==> src/rtl/lceg_pkg.sv <==
`default_nettype none

package lceg_pkg;

    // Size of the color table.
    localparam int MAX_COLORS = 4;
    localparam int IDX_W      = 2;
    localparam int COUNT_W    = 3;
    localparam int LEVEL_W    = 8;
    localparam int COLOR_W    = 24;
    localparam int APB_ADDR_W = 5;
    localparam int APB_DATA_W = 32;

    // Largest 8-bit level; also the phase the pulsing effect snaps to.
    localparam logic [LEVEL_W-1:0] LEVEL_MAX = 8'hFF;

    typedef enum logic [1:0] {
        MODE_SOLID   = 2'd0,
        MODE_BREATH  = 2'd1,
        MODE_RAINBOW = 2'd2,
        MODE_PULSE   = 2'd3
    } lceg_mode_t;

    // Register indexes; the byte address is four times the index.
    typedef enum logic [2:0] {
        REG_EFFECT_MODE = 3'd0,
        REG_STEP_SPEED  = 3'd1,
        REG_COLOR_COUNT = 3'd2,
        REG_COLOR_ZERO  = 3'd3,
        REG_COLOR_ONE   = 3'd4,
        REG_COLOR_TWO   = 3'd5,
        REG_COLOR_THREE = 3'd6
    } lceg_reg_t;

    // Configuration as seen by the effect core.
    typedef struct packed {
        lceg_mode_t                            mode;
        logic [LEVEL_W-1:0]                    speed;
        logic [COUNT_W-1:0]                    count;
        logic [MAX_COLORS-1:0][COLOR_W-1:0]    colors;
    } lceg_cfg_t;

    // Next table index, wrapping at the number of colors in use.
    function automatic logic [IDX_W-1:0] next_index(input logic [IDX_W-1:0] idx,
                                                    input logic [COUNT_W-1:0] used);
        logic [COUNT_W-1:0] inc;
        inc = COUNT_W'(idx) + COUNT_W'(1);
        return (inc >= used) ? '0 : inc[IDX_W-1:0];
    endfunction

endpackage

`default_nettype wire

==> src/rtl/lceg_frame_if.sv <==
`default_nettype none

// Frame tick channel: one transaction per frame update.
interface lceg_frame_if;
    logic valid;
    logic ready;
    logic restart;

    modport source (output valid, output restart, input ready);
    modport sink (input valid, input restart, output ready);
endinterface

`default_nettype wire

==> src/rtl/lceg_pixel_if.sv <==
`default_nettype none

// Color channel: one HSV color per transaction.
interface lceg_pixel_if;
    logic       valid;
    logic       ready;
    logic [7:0] out_hue;
    logic [7:0] out_saturation;
    logic [7:0] out_value;

    modport source (output valid, output out_hue, output out_saturation,
                    output out_value, input ready);
    modport sink (input valid, input out_hue, input out_saturation,
                  input out_value, output ready);
endinterface

`default_nettype wire

==> src/rtl/led_color_effect_generator.sv <==
// LED color effect generator. Each frame tick transaction yields one HSV color transaction,
// in the cycle after the tick is taken; while no color stalls, a new tick can be taken every
// cycle, one tick per clock. The whole effect update is a single pass of 8-bit adds and
// compares into the state registers, and the held color register doubles as the output
// register: a tick is taken whenever the output is empty or being taken in the same cycle.
// Effects and the color table are set over the APB port (registers at byte addresses 0 to
// 24) and should only be written while no ticks are in flight.
`default_nettype none

module led_color_effect_generator (
    input  wire logic                               clk,
    input  wire logic                               rst_n,
    lceg_frame_if.sink                              frame,
    lceg_pixel_if.source                            pixel,
    input  wire logic                               psel,
    input  wire logic                               penable,
    input  wire logic                               pwrite,
    input  wire logic [lceg_pkg::APB_ADDR_W-1:0]    paddr,
    input  wire logic [lceg_pkg::APB_DATA_W-1:0]    pwdata,
    output logic      [lceg_pkg::APB_DATA_W-1:0]    prdata,
    output logic                                    pready
);

    lceg_pkg::lceg_cfg_t            cfg;
    logic [lceg_pkg::COLOR_W-1:0]   held_color;
    logic                           out_valid_reg, out_valid_next;
    logic                           accept;

    lceg_apb_regs u_regs (
        .clk     (clk),
        .rst_n   (rst_n),
        .psel    (psel),
        .penable (penable),
        .pwrite  (pwrite),
        .paddr   (paddr),
        .pwdata  (pwdata),
        .prdata  (prdata),
        .pready  (pready),
        .cfg     (cfg)
    );

    lceg_effect_core u_core (
        .clk        (clk),
        .rst_n      (rst_n),
        .cfg        (cfg),
        .step       (accept),
        .restart    (frame.restart),
        .held_color (held_color)
    );

    // Take a tick when the output slot is free or drains this cycle.
    assign frame.ready = !out_valid_reg || pixel.ready;
    assign accept      = frame.valid && frame.ready;

    always_comb
    begin
        if (accept)
            out_valid_next = 1'b1;
        else if (pixel.ready)
            out_valid_next = 1'b0;
        else
            out_valid_next = out_valid_reg;
    end

    always_ff @(posedge clk or negedge rst_n)
    begin
        if (!rst_n)
            out_valid_reg <= 1'b0;
        else
            out_valid_reg <= out_valid_next;
    end

    assign pixel.valid          = out_valid_reg;
    assign pixel.out_hue        = held_color[23:16];
    assign pixel.out_saturation = held_color[15:8];
    assign pixel.out_value      = held_color[7:0];

endmodule

`default_nettype wire

==> src/rtl/lceg_apb_regs.sv <==
`default_nettype none

module lceg_apb_regs (
    input  wire logic                                clk,
    input  wire logic                                rst_n,
    input  wire logic                                psel,
    input  wire logic                                penable,
    input  wire logic                                pwrite,
    input  wire logic [lceg_pkg::APB_ADDR_W-1:0]     paddr,
    input  wire logic [lceg_pkg::APB_DATA_W-1:0]     pwdata,
    output logic      [lceg_pkg::APB_DATA_W-1:0]     prdata,
    output logic                                     pready,
    output lceg_pkg::lceg_cfg_t                      cfg
);

    lceg_pkg::lceg_mode_t                                       mode_reg;
    logic [lceg_pkg::LEVEL_W-1:0]                               speed_reg;
    logic [lceg_pkg::COUNT_W-1:0]                               count_reg;
    logic [lceg_pkg::MAX_COLORS-1:0][lceg_pkg::COLOR_W-1:0]     colors_reg;
    lceg_pkg::lceg_reg_t                                        reg_sel;
    logic                                                       wr_en;

    // The port never inserts wait states.
    assign pready  = 1'b1;
    assign reg_sel = lceg_pkg::lceg_reg_t'(paddr[4:2]);
    assign wr_en   = psel && penable && pwrite;

    // Register writes in the access phase.
    always_ff @(posedge clk or negedge rst_n)
    begin
        if (!rst_n)
        begin
            mode_reg   <= lceg_pkg::MODE_SOLID;
            speed_reg  <= 8'd1;
            count_reg  <= 3'd1;
            colors_reg <= '0;
        end
        else if (wr_en)
        begin
            unique case (reg_sel)
                lceg_pkg::REG_EFFECT_MODE: mode_reg <= lceg_pkg::lceg_mode_t'(pwdata[1:0]);
                lceg_pkg::REG_STEP_SPEED:  speed_reg <= pwdata[7:0];
                lceg_pkg::REG_COLOR_COUNT: count_reg <= pwdata[2:0];
                lceg_pkg::REG_COLOR_ZERO:  colors_reg[0] <= pwdata[23:0];
                lceg_pkg::REG_COLOR_ONE:   colors_reg[1] <= pwdata[23:0];
                lceg_pkg::REG_COLOR_TWO:   colors_reg[2] <= pwdata[23:0];
                lceg_pkg::REG_COLOR_THREE: colors_reg[3] <= pwdata[23:0];
                default: ;
            endcase
        end
    end

    // Read-back mux.
    always_comb
    begin
        unique case (reg_sel)
            lceg_pkg::REG_EFFECT_MODE: prdata = 32'(mode_reg);
            lceg_pkg::REG_STEP_SPEED:  prdata = 32'(speed_reg);
            lceg_pkg::REG_COLOR_COUNT: prdata = 32'(count_reg);
            lceg_pkg::REG_COLOR_ZERO:  prdata = 32'(colors_reg[0]);
            lceg_pkg::REG_COLOR_ONE:   prdata = 32'(colors_reg[1]);
            lceg_pkg::REG_COLOR_TWO:   prdata = 32'(colors_reg[2]);
            lceg_pkg::REG_COLOR_THREE: prdata = 32'(colors_reg[3]);
            default:                   prdata = '0;
        endcase
    end

    assign cfg.mode   = mode_reg;
    assign cfg.speed  = speed_reg;
    assign cfg.count  = count_reg;
    assign cfg.colors = colors_reg;

endmodule

`default_nettype wire

==> src/rtl/lceg_effect_core.sv <==
`default_nettype none

module lceg_effect_core (
    input  wire logic                             clk,
    input  wire logic                             rst_n,
    input  wire lceg_pkg::lceg_cfg_t              cfg,
    input  wire logic                             step,
    input  wire logic                             restart,
    output logic [lceg_pkg::COLOR_W-1:0]          held_color
);

    localparam int NC = lceg_pkg::MAX_COLORS;
    localparam int LW = lceg_pkg::LEVEL_W;
    localparam int IW = lceg_pkg::IDX_W;
    localparam int CW = lceg_pkg::COUNT_W;

    logic [NC-1:0][LW-1:0]          level_reg, level_next, level_base;
    logic [LW-1:0]                  peak_reg, peak_next, peak_base;
    logic [IW-1:0]                  breath_idx_reg, breath_idx_next;
    logic                           falling_reg, falling_next;
    logic [LW-1:0]                  phase_reg, phase_next;
    logic [IW-1:0]                  pulse_idx_reg, pulse_idx_next;
    logic                           pulse_on_reg, pulse_on_next;
    logic [lceg_pkg::COLOR_W-1:0]   held_reg, held_next;

    logic [CW-1:0]                  used_n;
    logic [IW-1:0]                  idx;
    logic                           fall;
    logic                           on;
    logic [LW-1:0]                  lvl;
    logic [LW:0]                    sum;
    logic [LW-1:0]                  phase;
    logic [lceg_pkg::COLOR_W-1:0]   base;

    // Colors in use, clamped to one through the table size.
    always_comb
    begin
        if (cfg.count == '0)
            used_n = CW'(1);
        else if (cfg.count > CW'(NC))
            used_n = CW'(NC);
        else
            used_n = cfg.count;
    end

    // A restart clears the levels of the colors in use and reloads the peak.
    always_comb
    begin
        for (int i = 0; i < NC; i++)
        begin
            level_base[i] = (restart && (CW'(i) < used_n)) ? '0 : level_reg[i];
        end
        peak_base = restart ? cfg.colors[0][LW-1:0] : peak_reg;
    end

    // Per-tick state update for the selected effect.
    always_comb
    begin
        level_next      = level_reg;
        peak_next       = peak_reg;
        breath_idx_next = breath_idx_reg;
        falling_next    = falling_reg;
        phase_next      = phase_reg;
        pulse_idx_next  = pulse_idx_reg;
        pulse_on_next   = pulse_on_reg;
        held_next       = held_reg;
        idx             = '0;
        fall            = 1'b0;
        on              = 1'b0;
        lvl             = '0;
        sum             = '0;
        phase           = '0;
        base            = '0;

        unique case (cfg.mode)
            lceg_pkg::MODE_SOLID:
            begin
                if (restart)
                    held_next = cfg.colors[0];
            end

            lceg_pkg::MODE_BREATH:
            begin
                level_next = level_base;
                peak_next  = peak_base;
                idx        = restart ? '0 : breath_idx_reg;
                fall       = restart ? 1'b0 : falling_reg;
                sum        = {1'b0, level_base[idx]} + {1'b0, cfg.speed};
                // Rise while not yet falling and the step stays under the peak, otherwise fall.
                if ((sum < {1'b0, peak_base}) && !fall)
                    lvl = sum[LW-1:0];
                else
                begin
                    fall = 1'b1;
                    lvl  = level_base[idx] - cfg.speed;
                end
                level_next[idx] = lvl;
                // Near the bottom: start rising again on the next color.
                if (lvl < cfg.speed)
                begin
                    fall = 1'b0;
                    idx  = lceg_pkg::next_index(idx, used_n);
                end
                breath_idx_next = idx;
                falling_next    = fall;
                held_next       = {cfg.colors[idx][lceg_pkg::COLOR_W-1:LW], level_next[idx]};
            end

            lceg_pkg::MODE_RAINBOW:
            begin
                base      = restart ? cfg.colors[0] : held_reg;
                held_next = {base[23:16] + cfg.speed, lceg_pkg::LEVEL_MAX, base[7:0]};
            end

            lceg_pkg::MODE_PULSE:
            begin
                level_next = level_base;
                peak_next  = peak_base;
                idx        = restart ? '0 : pulse_idx_reg;
                on         = restart ? 1'b0 : pulse_on_reg;
                phase      = restart ? '0 : phase_reg;
                sum        = {1'b0, phase} + {1'b0, cfg.speed};
                // Phase overflow toggles the light; turning on moves to the next color.
                if (sum[LW])
                begin
                    phase = lceg_pkg::LEVEL_MAX;
                    if (!on)
                        idx = lceg_pkg::next_index(idx, used_n);
                    on = !on;
                end
                level_next[idx] = on ? peak_base : '0;
                phase_next      = phase + cfg.speed;
                pulse_idx_next  = idx;
                pulse_on_next   = on;
                held_next       = {cfg.colors[idx][lceg_pkg::COLOR_W-1:LW], level_next[idx]};
            end

            default: ;
        endcase
    end

    // State advances once per accepted tick.
    always_ff @(posedge clk or negedge rst_n)
    begin
        if (!rst_n)
        begin
            level_reg      <= '0;
            peak_reg       <= '0;
            breath_idx_reg <= '0;
            falling_reg    <= 1'b0;
            phase_reg      <= '0;
            pulse_idx_reg  <= '0;
            pulse_on_reg   <= 1'b0;
            held_reg       <= '0;
        end
        else if (step)
        begin
            level_reg      <= level_next;
            peak_reg       <= peak_next;
            breath_idx_reg <= breath_idx_next;
            falling_reg    <= falling_next;
            phase_reg      <= phase_next;
            pulse_idx_reg  <= pulse_idx_next;
            pulse_on_reg   <= pulse_on_next;
            held_reg       <= held_next;
        end
    end

    assign held_color = held_reg;

endmodule

`default_nettype wire

==> src/flat_wrapper.sv <==
// flat-port wrapper written by rule: the top's interface ports become plain ports
module led_color_effect_generator_flat 
  (clk, rst_n, psel, penable, pwrite, paddr, pwdata, prdata, pready, frame_valid, frame_restart, frame_ready, pixel_valid, pixel_out_hue, pixel_out_saturation, pixel_out_value, pixel_ready);
  lceg_frame_if frame_i ();
  lceg_pixel_if pixel_i ();
  input  wire logic clk;
  input  wire logic rst_n;
  input  wire logic psel;
  input  wire logic penable;
  input  wire logic pwrite;
  input  wire logic [lceg_pkg::APB_ADDR_W-1:0] paddr;
  input  wire logic [lceg_pkg::APB_DATA_W-1:0] pwdata;
  output logic      [lceg_pkg::APB_DATA_W-1:0] prdata;
  output logic pready;
  input wire logic [$bits(frame_i.valid)-1:0] frame_valid;
  input wire logic [$bits(frame_i.restart)-1:0] frame_restart;
  output wire logic [$bits(frame_i.ready)-1:0] frame_ready;
  output wire logic [$bits(pixel_i.valid)-1:0] pixel_valid;
  output wire logic [$bits(pixel_i.out_hue)-1:0] pixel_out_hue;
  output wire logic [$bits(pixel_i.out_saturation)-1:0] pixel_out_saturation;
  output wire logic [$bits(pixel_i.out_value)-1:0] pixel_out_value;
  input wire logic [$bits(pixel_i.ready)-1:0] pixel_ready;
  assign frame_i.valid = frame_valid;
  assign frame_i.restart = frame_restart;
  assign frame_ready = frame_i.ready;
  assign pixel_valid = pixel_i.valid;
  assign pixel_out_hue = pixel_i.out_hue;
  assign pixel_out_saturation = pixel_i.out_saturation;
  assign pixel_out_value = pixel_i.out_value;
  assign pixel_i.ready = pixel_ready;
  led_color_effect_generator u_core (.clk(clk), .rst_n(rst_n), .frame(frame_i), .pixel(pixel_i), .psel(psel), .penable(penable), .pwrite(pwrite), .paddr(paddr), .pwdata(pwdata), .prdata(prdata), .pready(pready));
endmodule
==> config.mk <==
export PLATFORM = sky130hd
export DESIGN_NAME = led_color_effect_generator_flat
export DESIGN_NICKNAME = d
export VERILOG_FILES = /design/src/rtl/lceg_pkg.sv /design/src/rtl/lceg_frame_if.sv /design/src/rtl/lceg_pixel_if.sv /design/src/rtl/led_color_effect_generator.sv /design/src/rtl/lceg_apb_regs.sv /design/src/rtl/lceg_effect_core.sv /design/src/flat_wrapper.sv
export SDC_FILE = /design/constraint.sdc
export NUM_CORES = 1
export LEC_CHECK = 0
export ABC_AREA = 1
export BUFFER_PORTS_ARGS = -buffer_cell sky130_fd_sc_hd__buf_2
export CAP_MARGIN = 10
export CORE_MARGIN = 2
export CORE_UTILIZATION = 30
export CTS_CLUSTER_DIAMETER = 150
export DETAILED_ROUTE_END_ITERATION = 7
export PLACE_DENSITY = 0.54
export SLEW_MARGIN = 20
export SYNTH_ARGS = -nofsm -noshare
export SYNTH_HDL_FRONTEND = slang
export SYNTH_HIERARCHICAL = 1
export SYNTH_SLANG_ARGS = --single-unit
==> constraint.sdc <==
create_clock -name clk -period 14.5 [get_ports clk]
set_clock_uncertainty 0.05 [all_clocks]
set_input_delay 0.725 -clock clk [delete_from_list [all_inputs] [get_ports clk]]
set_output_delay 0.725 -clock clk [all_outputs]
set_load 0.005 [all_outputs]
==> reports/qor.yml, run 1 <==
detailed_routing:
  drtIter0Drc: 1592
  firstDrtPassIters: 7
  final_antenna_net_count: 0
  wl_microns: 55500
  vias: 15412
  routedWlPerCell_microns: 19.4
  remaining_drc_errors: 0
  viasPerCell: 5.38
sta:
  setup_viol: 0
  tightest_slew_ns: 1.19
  maxClockFrequency_ghz: 0.131
  slew_headroom: 0.204
  drv_slew: 0
  holdWs_ns: 0.142
  hold_violations: 0
  min_period_over_period: 0.525
  finalSetupTns_ns: 0
  rsz0062_at_grt: "no"
  period_minus_slack_ns: 7.61
die:
  start_util: 0.305
  dieWidth_microns: 225
  coreArea_sq_um: 47900
  die_y_microns: 225
  rows: 80
  design.portCount: 104
  fp.dieArea_sq_um: 50600
place:
  io_buffers: 84
  dp_hpwl_microns: 37300
  gp_congestion: 0.923
synthesis:
  ys_top_cells_by_area: "dfrtp_1 (32%), nand2_1 (19%), nand3_1 (8.6%), o21ai_0 (6.7%), ha_1 (5.4%)"
  ys_seq_area_frac: 0.322
  async_reset_ff_frac: 1.00
  synth_area_sq_um: 14600
  ys_ff_latch: 188
  synth_common_cells: "nand2_1 (755), nand3_1 (251), o21ai_0 (196)"
  yosys.area.top_type: "dfrtp_1"
  synth.distinct_cells: 48
  avgSynthCellArea_sq_um: 6.54
  synth_top_cell_area_share: 0.318
  postSynthCellCount: 2240
  yosysMostFrequentCell: "nand2_1"
  ys.flop_type: "dfrtp_1"
  ys_warn_count: 6
  synth_edf_count: 0
worst_setup_path:
  cp_data_arrival_time_ns: 8.00
  end_kind: "flip-flop"
  cp_data_required_time_ns: 14.89
  cp_slowest_cell: "buf_4"
  cp_common_cell: "nand2_1"
  crit_fanout: 43
  critPathMaxStageDelay_ns: 0.53
  critPathKind: "input pin to flip-flop"
  critPathLaunchType: "input pin"
outcome:
  status: "finished, final reports clean"
clock_tree:
  cts_hold_buf: 0
  postCtsSetupBuffers: 0
  clk_path_buf_depth: 2
  cts_tree: "done"
  cts_buffers: 17
  clock-root-buffer: "clkbuf_16"
  cts_resized: 0
  cts.htree.levels: 4
  clk_latency_ns: 0.50
  clkTransAtPathRegs_ns: 0.08
  clock-sinks: 188
layout:
  syn2layout_area_growth_pct: 9.17
  nets: 2347
  fill_cells: 5192
  insertedDiodeCount: 0
  drive_above_1_share: 0.0850
  largest_reg_flops: 96
power_and_ir_drop:
  ir_drop_mv: 0.122
  power.density_nw_per_um2: 206
  p_leak_nw: 8.04
global_routing:
  grt_pass1_vias: 14983
  overflow: 0
  grt_max_degree: 98
  grt_pass1_wl_microns: 86800
  grt_util_all_layers: 0.223
  antenna_found_initial: 0
min_path:
  hp-class: "input pin to asynchronous set/reset pin"
run:
  maxCapViolCount: 0
layer usage:
layer	wire length, microns	vias to the layer above	GRT usage
met2	26000	628	0.361
met1	24000	7336	0.299
met3	4030	110	0.0336
met4	1470	0	0.0889
met5	0	-	0
li1	-	7338	-
layout by cell type (no fill, tap or decap), types with 3 or more instances in the layout:
cell / count
clkinv_8: 3
ha_1: 63
nor2_4: 7
nand4_1: 83
o21ai_1: 23
inv_8: 4
nor2_1: 107
inv_2: 10
clkbuf_16: 17
or2_2: 4
xnor2_1: 4
conb_1: 9
fa_1: 4
nand3_2: 3
nand2_4: 6
nand3b_1: 14
xor2_1: 7
dfrtp_1: 186
and2_1: 6
o21ai_0: 196
buf_4: 19
nor2_2: 3
inv_6: 3
inv_1: 191
a32oi_1: 6
nand2_2: 10
o211ai_1: 19
buf_2: 83
nand2_1: 754
a21oi_1: 115
nand3_1: 251
clkinv_1: 7
where the power goes:
part | total [mW] | internal [mW] | switching, mW
sequential | 0.832 | 0.675 | 0.157
combinational | 1.95 | 0.613 | 1.33
clock | 0.515 | 0.264 | 0.251
worst paths after layout:
path / start / end / slack (ns) / cells past startpoint
worst max register to register: u_core/u_core/breath_idx_reg[0] / u_core/u_core/held_color[11] / 6.91 / 37
worst min register to register: u_core/u_core/level_reg[23] / u_core/u_core/level_reg[23] / 0.44 / 2
worst min-delay path: rst_n / u_core/u_core/peak_reg[4] / 0.14 / 1
worst max-delay path: frame_restart / u_core/u_core/held_color[11] / 6.89 / 37
max in group asynchronous: rst_n / u_core/u_regs/cfg[80] / 12.89 / 2
min in group clk: frame_valid / u_core/pixel.valid / 0.40 / 3
area by class of cell:
cell class / instances / area [sq um] / area share
clock buffers: 17 / 425 / 0.0266
clock inverters: 15 / 200 / 0.0125
inverters: 209 / 787 / 0.0492
flip-flops and latches: 188 / 4710 / 0.295
well taps: 615 / 769 / 0.0481
repair buffers: 103 / 572 / 0.0358
multi-input cells: 1716 / 8520 / 0.533
per-stage QoR:
step                      area, sq um  setup WS, ns  power [mW]   util  cells
after floorplan                 14700          8.94        2.13      -   2247
after global placement          15400          6.53        2.72  0.320   2831
after detailed placement        15400          6.47        2.75  0.320   2831
after CTS                       16000          7.02        3.28  0.333   2863
after global routing            16000          6.20        3.58  0.333   2863
final                           16000          6.89        3.29  0.333   2863
worst max-delay path, delay by kind of cell:
| kind | cells | cell delay, ns |
|---|---|---|
| xor+xnor | 1 | 0.25 |
| buf+inv | 7 | 1.40 |
| compound gates | 5 | 1.23 |
| fa+ha+maj | 4 | 1.21 |
| simple gates | 20 | 3.13 |
kinds of logic after synthesis:
logic type | after synthesis | share of synthesized area
adder cells (fa/ha/maj) | 67 | 0.0593
XOR/XNOR | 11 | 0.00658
flip-flops | 188 | 0.322
AND/OR/NAND/NOR | 1254 | 0.375
other | 2 | 0.000513
buffers and inverters | 343 | 0.0995
AO/OA/AOI/OAI | 375 | 0.137
No activity file was read; power rests on OpenSTA's default activity.
==> run 2, diff against run 1 <==
==> constraint.sdc (replaced) <==
create_clock -name clk -period 7.5 [get_ports clk]
set_clock_uncertainty 0.05 [all_clocks]
set_input_delay 0.375 -clock clk [delete_from_list [all_inputs] [get_ports clk]]
set_output_delay 0.375 -clock clk [all_outputs]
set_load 0.005 [all_outputs]
==> run 2 against run 1 <==
Compared with the run above: critical path depth is 2 higher; combinational power grew 100%; sequential power up 94%; clock power is 76% higher; die area stayed put; wire length is 1.2% higher; final cell count grew 0.56%; via count down 0.34%; critical endpoint unchanged.
==> reports/qor.yml, run 2 (synthesis results as in run 1) <==
layout:
  final_util: 0.335  # was 0.333
  largest_reg_flops: 96  # unchanged
  fill_cells: 5186  # was 5192
  drive_above_1_share: 0.0905  # was 0.0850
  final_cell_mix: "nand2_1 (754), nand3_1 (251), o21ai_0 (196), inv_1 (191), dfrtp_1 (186)"  # unchanged
  syn2layout_area_growth_pct: 9.62  # was 9.17%
  nets: 2363  # was 2347
  layout_commonest_cell: "nand2_1"  # unchanged
  insertedDiodeCount: 0  # unchanged
  instances_no_fill: 2879  # was 2863
die:
  die_y_microns: 225  # unchanged
  start_util: 0.305  # unchanged
  coreArea_sq_um: 47900  # unchanged
  design.portCount: 104  # unchanged
  dieWidth_microns: 225  # unchanged
  rows: 80  # unchanged
  fp.dieArea_sq_um: 50600  # unchanged
global_routing:
  grt_pass1_vias: 14593  # was 14983
  grt_util_all_layers: 0.226  # was 0.223
  grt_max_degree: 83  # was 98
  antenna_found_initial: 1  # was 0
  grt_pass1_wl_microns: 87200  # was 86800 microns
  overflow: 0  # unchanged
sta:
  rsz0062_at_grt: "no"  # unchanged
  period_minus_slack_ns: 6.73
  min_period_over_period: 0.898
  maxClockFrequency_ghz: 0.149
  slew_headroom: 0.231  # was 0.204
  tightest_slew_ns: 1.15  # was 1.19 ns
  hold_violations: 0  # unchanged
  finalSetupTns_ns: 0  # unchanged
  drv_slew: 0  # unchanged
  setup_viol: 0  # unchanged
detailed_routing:
  final_antenna_net_count: 0  # unchanged
  drtIter0Drc: 1653  # was 1592
  routedWlPerCell_microns: 19.5  # was 19.4 microns
  wl_microns: 56100  # was 55500 microns
  firstDrtPassIters: 6  # was 7
  remaining_drc_errors: 0  # unchanged
  vias: 15360  # was 15412
  viasPerCell: 5.34  # was 5.38
worst_setup_path:
  critPathKind: "flip-flop to flip-flop"  # was input pin to flip-flop
  crit_fanout: 16  # was 43
  cp_data_arrival_time_ns: 7.07  # was 8.00 ns
  cp_common_cell: "nand2_1"  # unchanged
  critPathMaxStageDelay_ns: 0.64  # was 0.53 ns
  cp_data_required_time_ns: 7.84  # was 14.89 ns
  cp_slowest_cell: "dfrtp_1"  # was buf_4
  critPathLaunchType: "flip-flop"  # was input pin
  end_kind: "flip-flop"  # unchanged
outcome:
  status: "finished, final reports clean"  # unchanged
clock_tree:
  cts_tree: "done"  # unchanged
  clk_latency_ns: 0.50  # about the same
  clkTransAtPathRegs_ns: 0.08  # about the same
  postCtsSetupBuffers: 0  # unchanged
  clk_path_buf_depth: 2  # unchanged
  cts.htree.levels: 4  # unchanged
  cts_buffers: 17  # unchanged
  clock-root-buffer: "clkbuf_16"  # unchanged
  clock-sinks: 188  # unchanged
power_and_ir_drop:
  ir_drop_mv: 0.302  # was 0.122 mV
  p_seq_frac: 0.248  # was 0.253
  internal_power_mw: 3.09  # was 1.55 mW
  power.density_nw_per_um2: 404  # was 206 nW/um^2
  swShare: 0.522  # was 0.529
  combPwrFrac: 0.611  # was 0.591
  p_sw_mw: 3.38  # was 1.74 mW
  pwr-share-clk: 0.140  # was 0.156
  p_leak_nw: 8.09  # was 8.04 nW
place:
  dp_hpwl_microns: 38200  # was 37300 microns
  gp_congestion: 0.886  # was 0.923
  dp.cells: 2846  # was 2831
  io_buffers: 84  # unchanged
min_path:
  hp-class: "input pin to flip-flop"  # was input pin to asynchronous set/reset pin
run:
  maxCapViolCount: 0  # unchanged
## run 2: path summary, 6_finish.rpt
path,from,cells past startpoint,slack [ns],end
setup / recovery,u_core/u_core/breath_idx_reg[0],39,0.77,u_core/u_core/held_color[11]
hold / removal,frame_valid,3,0.04,u_core/pixel.valid
min in group asynchronous,rst_n,2,0.48,u_core/u_core/peak_reg[3]
hold reg to reg,u_core/u_core/level_reg[22],2,0.44,u_core/u_core/level_reg[22]
max in group asynchronous,rst_n,4,4.93,u_core/u_regs/cfg[8]
setup reg to reg,u_core/u_core/breath_idx_reg[0],39,0.77,u_core/u_core/held_color[11]
## run 2: power by group through the flow
stage	combinational [mW]	clock [mW]	sequential [mW]
2_1_floorplan	2.63	0	1.50
3_3_place_gp	3.87	0	1.62
3_5_place_dp	3.91	0	1.62
4_1_cts	3.93	0.942	1.60
5_1_grt	4.42	0.977	1.65
6_report	3.96	0.908	1.61
## run 2: per-layer routing
metal | track usage | vias up | routed length (microns)
met2 | 0.364 | 685 | 26000
met3 | 0.0332 | 91 | 3880
li1 | - | 7374 | -
met4 | 0.0758 | 0 | 1290
met1 | 0.308 | 7210 | 25000
met5 | 0 | - | 0
## run 2: worst max-delay path, delay by kind of cell (launching register included)
kind | cells | cell delay, ns
buf+inv | 7 | 0.99
fa+ha+maj | 4 | 1.15
xor+xnor | 1 | 0.26
flops | 1 | 0.64
simple gates | 22 | 2.38
compound gates | 5 | 1.14
## run 2: metrics by stage
| stage | hold WS (ns) | setup WS (ns) | power [mW] | instance area (sq um) |
|---|---|---|---|---|
| finish | 0.0416 | 0.768 | 6.48 | 16000 |
| detailed placement | 0.416 | 0.882 | 5.53 | 15500 |
| floorplan | 0.0294 | 2.23 | 4.12 | 14700 |
| global route | 0.0384 | 0.223 | 7.04 | 16000 |
| global placement | 0.413 | 0.955 | 5.49 | 15500 |
| CTS | 0.00366 | 0.843 | 6.47 | 16000 |
## run 2: what timing repair did
action | in CTS | in global routing
gates resized for setup | 0 | 0
hold buffers | 1 | 0
endpoints found under the hold margin | 80 | 0
## run 2: final cells by class
class	count	area, sq um	share of cell area
Tap cell	615	769	0.0480
Clock inverter	13	108	0.00671
Sequential cell	188	4710	0.293
Timing Repair Buffer	119	719	0.0448
Inverter	209	787	0.0490
Multi-Input combinational cell	1716	8510	0.531
Clock buffer	19	443	0.0276
==> run 3, diff against run 2 <==
--- a/config.mk
+++ b/config.mk
@@ -8,11 +8,13 @@
 export ABC_AREA = 1
 export BUFFER_PORTS_ARGS = -buffer_cell sky130_fd_sc_hd__buf_2
 export CAP_MARGIN = 10
+export CORE_ASPECT_RATIO = 1.75
 export CORE_MARGIN = 2
-export CORE_UTILIZATION = 30
+export CORE_UTILIZATION = 40
 export CTS_CLUSTER_DIAMETER = 150
 export DETAILED_ROUTE_END_ITERATION = 7
-export PLACE_DENSITY = 0.54
+export GPL_TIMING_DRIVEN = 0
+export PLACE_DENSITY = 0.66
 export SLEW_MARGIN = 20
 export SYNTH_ARGS = -nofsm -noshare
 export SYNTH_HDL_FRONTEND = slang
==> run 3 against run 2 <==
Compared with the run above: cell area grew 2.6%; critical path type unchanged; first-iteration DRC count fell by 11%; final cell count is 1.6% lower; sequential cell count is the same; non-clock buffer count up 99; clock-buffer cell count decreased by 1; fmax fell by 6.8%; combinational power rose by 9.8%; power is 6.8% higher; sequential share of layout area is 0.73 points lower.
==> reports/qor.yml, run 3 (synthesis results as in run 1) <==
detailed_routing:
  wl_microns: 62400  # was 56100 microns
  final_antenna_net_count: 0  # unchanged
  viasPerCell: 5.72  # was 5.34
  remaining_drc_errors: 0  # unchanged
  vias: 16197  # was 15360
  routedWlPerCell_microns: 22.0  # was 19.5 microns
  firstDrtPassIters: 6  # unchanged
  drtIter0Drc: 1479  # was 1653
layout:
  nets: 2462  # was 2363
  seq_area_sq_um: 4710  # unchanged
  drive_above_1_share: 0.106  # was 0.0905
  layout_commonest_cell: "nand2_1"  # unchanged
  insertedDiodeCount: 0  # unchanged
  instances_no_fill: 2833  # was 2879
  final_area_sq_um: 16500  # was 16000 sq um
  final_cell_mix: "nand2_1 (748), nand3_1 (245), o21ai_0 (195), inv_1 (191), dfrtp_1 (186)"  # was nand2_1 (754), nand3_1 (251), o21ai_0 (196), inv_1 (191), dfrtp_1 (186)
  final_util: 0.457  # was 0.335
  fill_cells: 3825  # was 5186
  syn2layout_area_growth_pct: 12.4  # was 9.62%
  largest_reg_flops: 96  # unchanged
  multiInputGateArea_sq_um: 8610  # was 8510 sq um
clock_tree:
  cts_buffers: 17  # unchanged
  cts.htree.levels: 4  # unchanged
  clk_latency_ns: 0.45  # was 0.50 ns
  clock-sinks: 188  # unchanged
  clk_path_buf_depth: 2  # unchanged
  clkTransAtPathRegs_ns: 0.07  # was 0.08 ns
  cts_tree: "done"  # unchanged
  postCtsSetupBuffers: 0  # unchanged
  clock-root-buffer: "clkbuf_16"  # unchanged
worst_setup_path:
  cp_common_cell: "nand2_1"  # unchanged
  crit_fanout: 10  # was 16
  critPathKind: "flip-flop to flip-flop"  # unchanged
  cp_top_family: "simple AND/OR/NAND/NOR gates"  # unchanged
  path_buf_inv: 6  # was 7
  cp_data_required_time_ns: 7.82  # was 7.84 ns
  critPathLaunchType: "flip-flop"  # unchanged
  end_kind: "flip-flop"  # unchanged
  critPathMaxStageDelay_ns: 0.55  # was 0.64 ns
  cp_slowest_cell: "a32oi_1"  # was dfrtp_1
  cp_data_arrival_time_ns: 7.54  # was 7.07 ns
sta:
  slew_headroom: 0.357  # was 0.231
  tightest_slew_ns: 0.961  # was 1.15 ns
  setup_viol: 0  # unchanged
  drv_slew: 0  # unchanged
  holdWs_ns: 0.0693  # was 0.0416 ns
  maxClockFrequency_ghz: 0.139  # was 0.149 GHz
  rsz0062_at_grt: "no"  # unchanged
  period_minus_slack_ns: 7.22  # was 6.73 ns
  fin_ws_ns: 0.280  # was 0.768 ns
  finalSetupTns_ns: 0  # unchanged
  min_period_over_period: 0.963  # was 0.898
  hold_violations: 0  # unchanged
power_and_ir_drop:
  power.density_nw_per_um2: 420  # was 404 nW/um^2
  power_mw: 6.92  # was 6.48 mW
  p_leak_nw: 8.37  # was 8.09 nW
  ir_drop_mv: 0.266  # was 0.302 mV
place:
  place_area_sq_um: 15700  # was 15500 sq um
  dp_slack_ns: -0.740  # was 0.882 ns
  dp.cells: 2800  # was 2846
  gp_congestion: 0.993  # was 0.886
  io_buffers: 81  # was 84
  dp_hpwl_microns: 49100  # was 38200 microns
global_routing:
  grt_pass1_vias: 15928  # was 14593
  grt_pass1_wl_microns: 94100  # was 87200 microns
  antenna_found_initial: 1  # unchanged
  grt_util_all_layers: 0.328  # was 0.226
  overflow: 0  # unchanged
  grt_max_degree: 89  # was 83
outcome:
  status: "finished, final reports clean"  # unchanged
run:
  maxCapViolCount: 0  # unchanged
die:
  rows: 92  # was 80
  coreArea_sq_um: 36000  # was 47900 sq um
  design.portCount: 104  # unchanged
  dieWidth_microns: 149  # was 225 microns
  start_util: 0.406  # was 0.305
  die_y_microns: 257  # was 225 microns
  fp.dieArea_sq_um: 38200  # was 50600 sq um
min_path:
  hp-class: "input pin to flip-flop"  # unchanged
[run 3: area by class of cell]
type | count | share of cell area
sequential | 188 | 0.286
clock inverter | 14 | 0.0102
inverter | 209 | 0.0479
buffer | 134 | 0.0414
timing repair buffer | 84 | 0.0292
tap | 470 | 0.0357
clock buffer | 18 | 0.0267
multi-input combinational | 1716 | 0.523
[run 3: timing repair]
| item | 4_1_cts | 5_1_grt |
|---|---|---|
| hold buffers | 1 | 0 |
| gates resized for setup | 9 | 27 |
| cloned | 0 | 0 |
| endpoints found under the hold margin | 25 | 0 |
| setup endpoints to repair | 25 | 25 |
| pin swaps | 0 | 1 |
[run 3: power breakdown]
part / switching (mW) / internal, mW
sequential: 0.289 / 1.31
clock: 0.453 / 0.514
combinational: 3.06 / 1.29
total: 3.80 / 3.11
[run 3: worst register-to-register path, delay by kind of cell (launching register included)]
kind            cells  cell delay, ns
buf+inv             6            1.06
compound gates      5            1.62
flops               1            0.49
fa+ha+maj           3            0.76
simple gates       20            3.16
[run 3: worst paths after layout]
| check | slack, ns | startpoint | cells after the start | end |
|---|---|---|---|---|
| worst min-delay path | 0.07 | frame_valid | 3 | u_core/pixel.valid |
| min in group asynchronous | 0.26 | rst_n | 2 | u_core/u_regs/cfg[78] |
| worst min register to register | 0.44 | u_core/u_core/level_reg[17] | 2 | u_core/u_core/level_reg[17] |
| max in group asynchronous | 5.99 | rst_n | 4 | u_core/u_core/held_color[11] |
| worst max-delay path | 0.28 | u_core/u_regs/count_reg[2] | 34 | u_core/u_core/held_color[7] |
| worst max register to register | 0.28 | u_core/u_regs/count_reg[2] | 34 | u_core/u_core/held_color[7] |
[run 3: metal layers]
layer,track usage,vias up,part of all wire
met5,0,-,0.00021
met4,0.283,2,0.11
met3,0.0493,283,0.054
met2,0.583,739,0.51
met1,0.330,7588,0.34
li1,-,7585,-
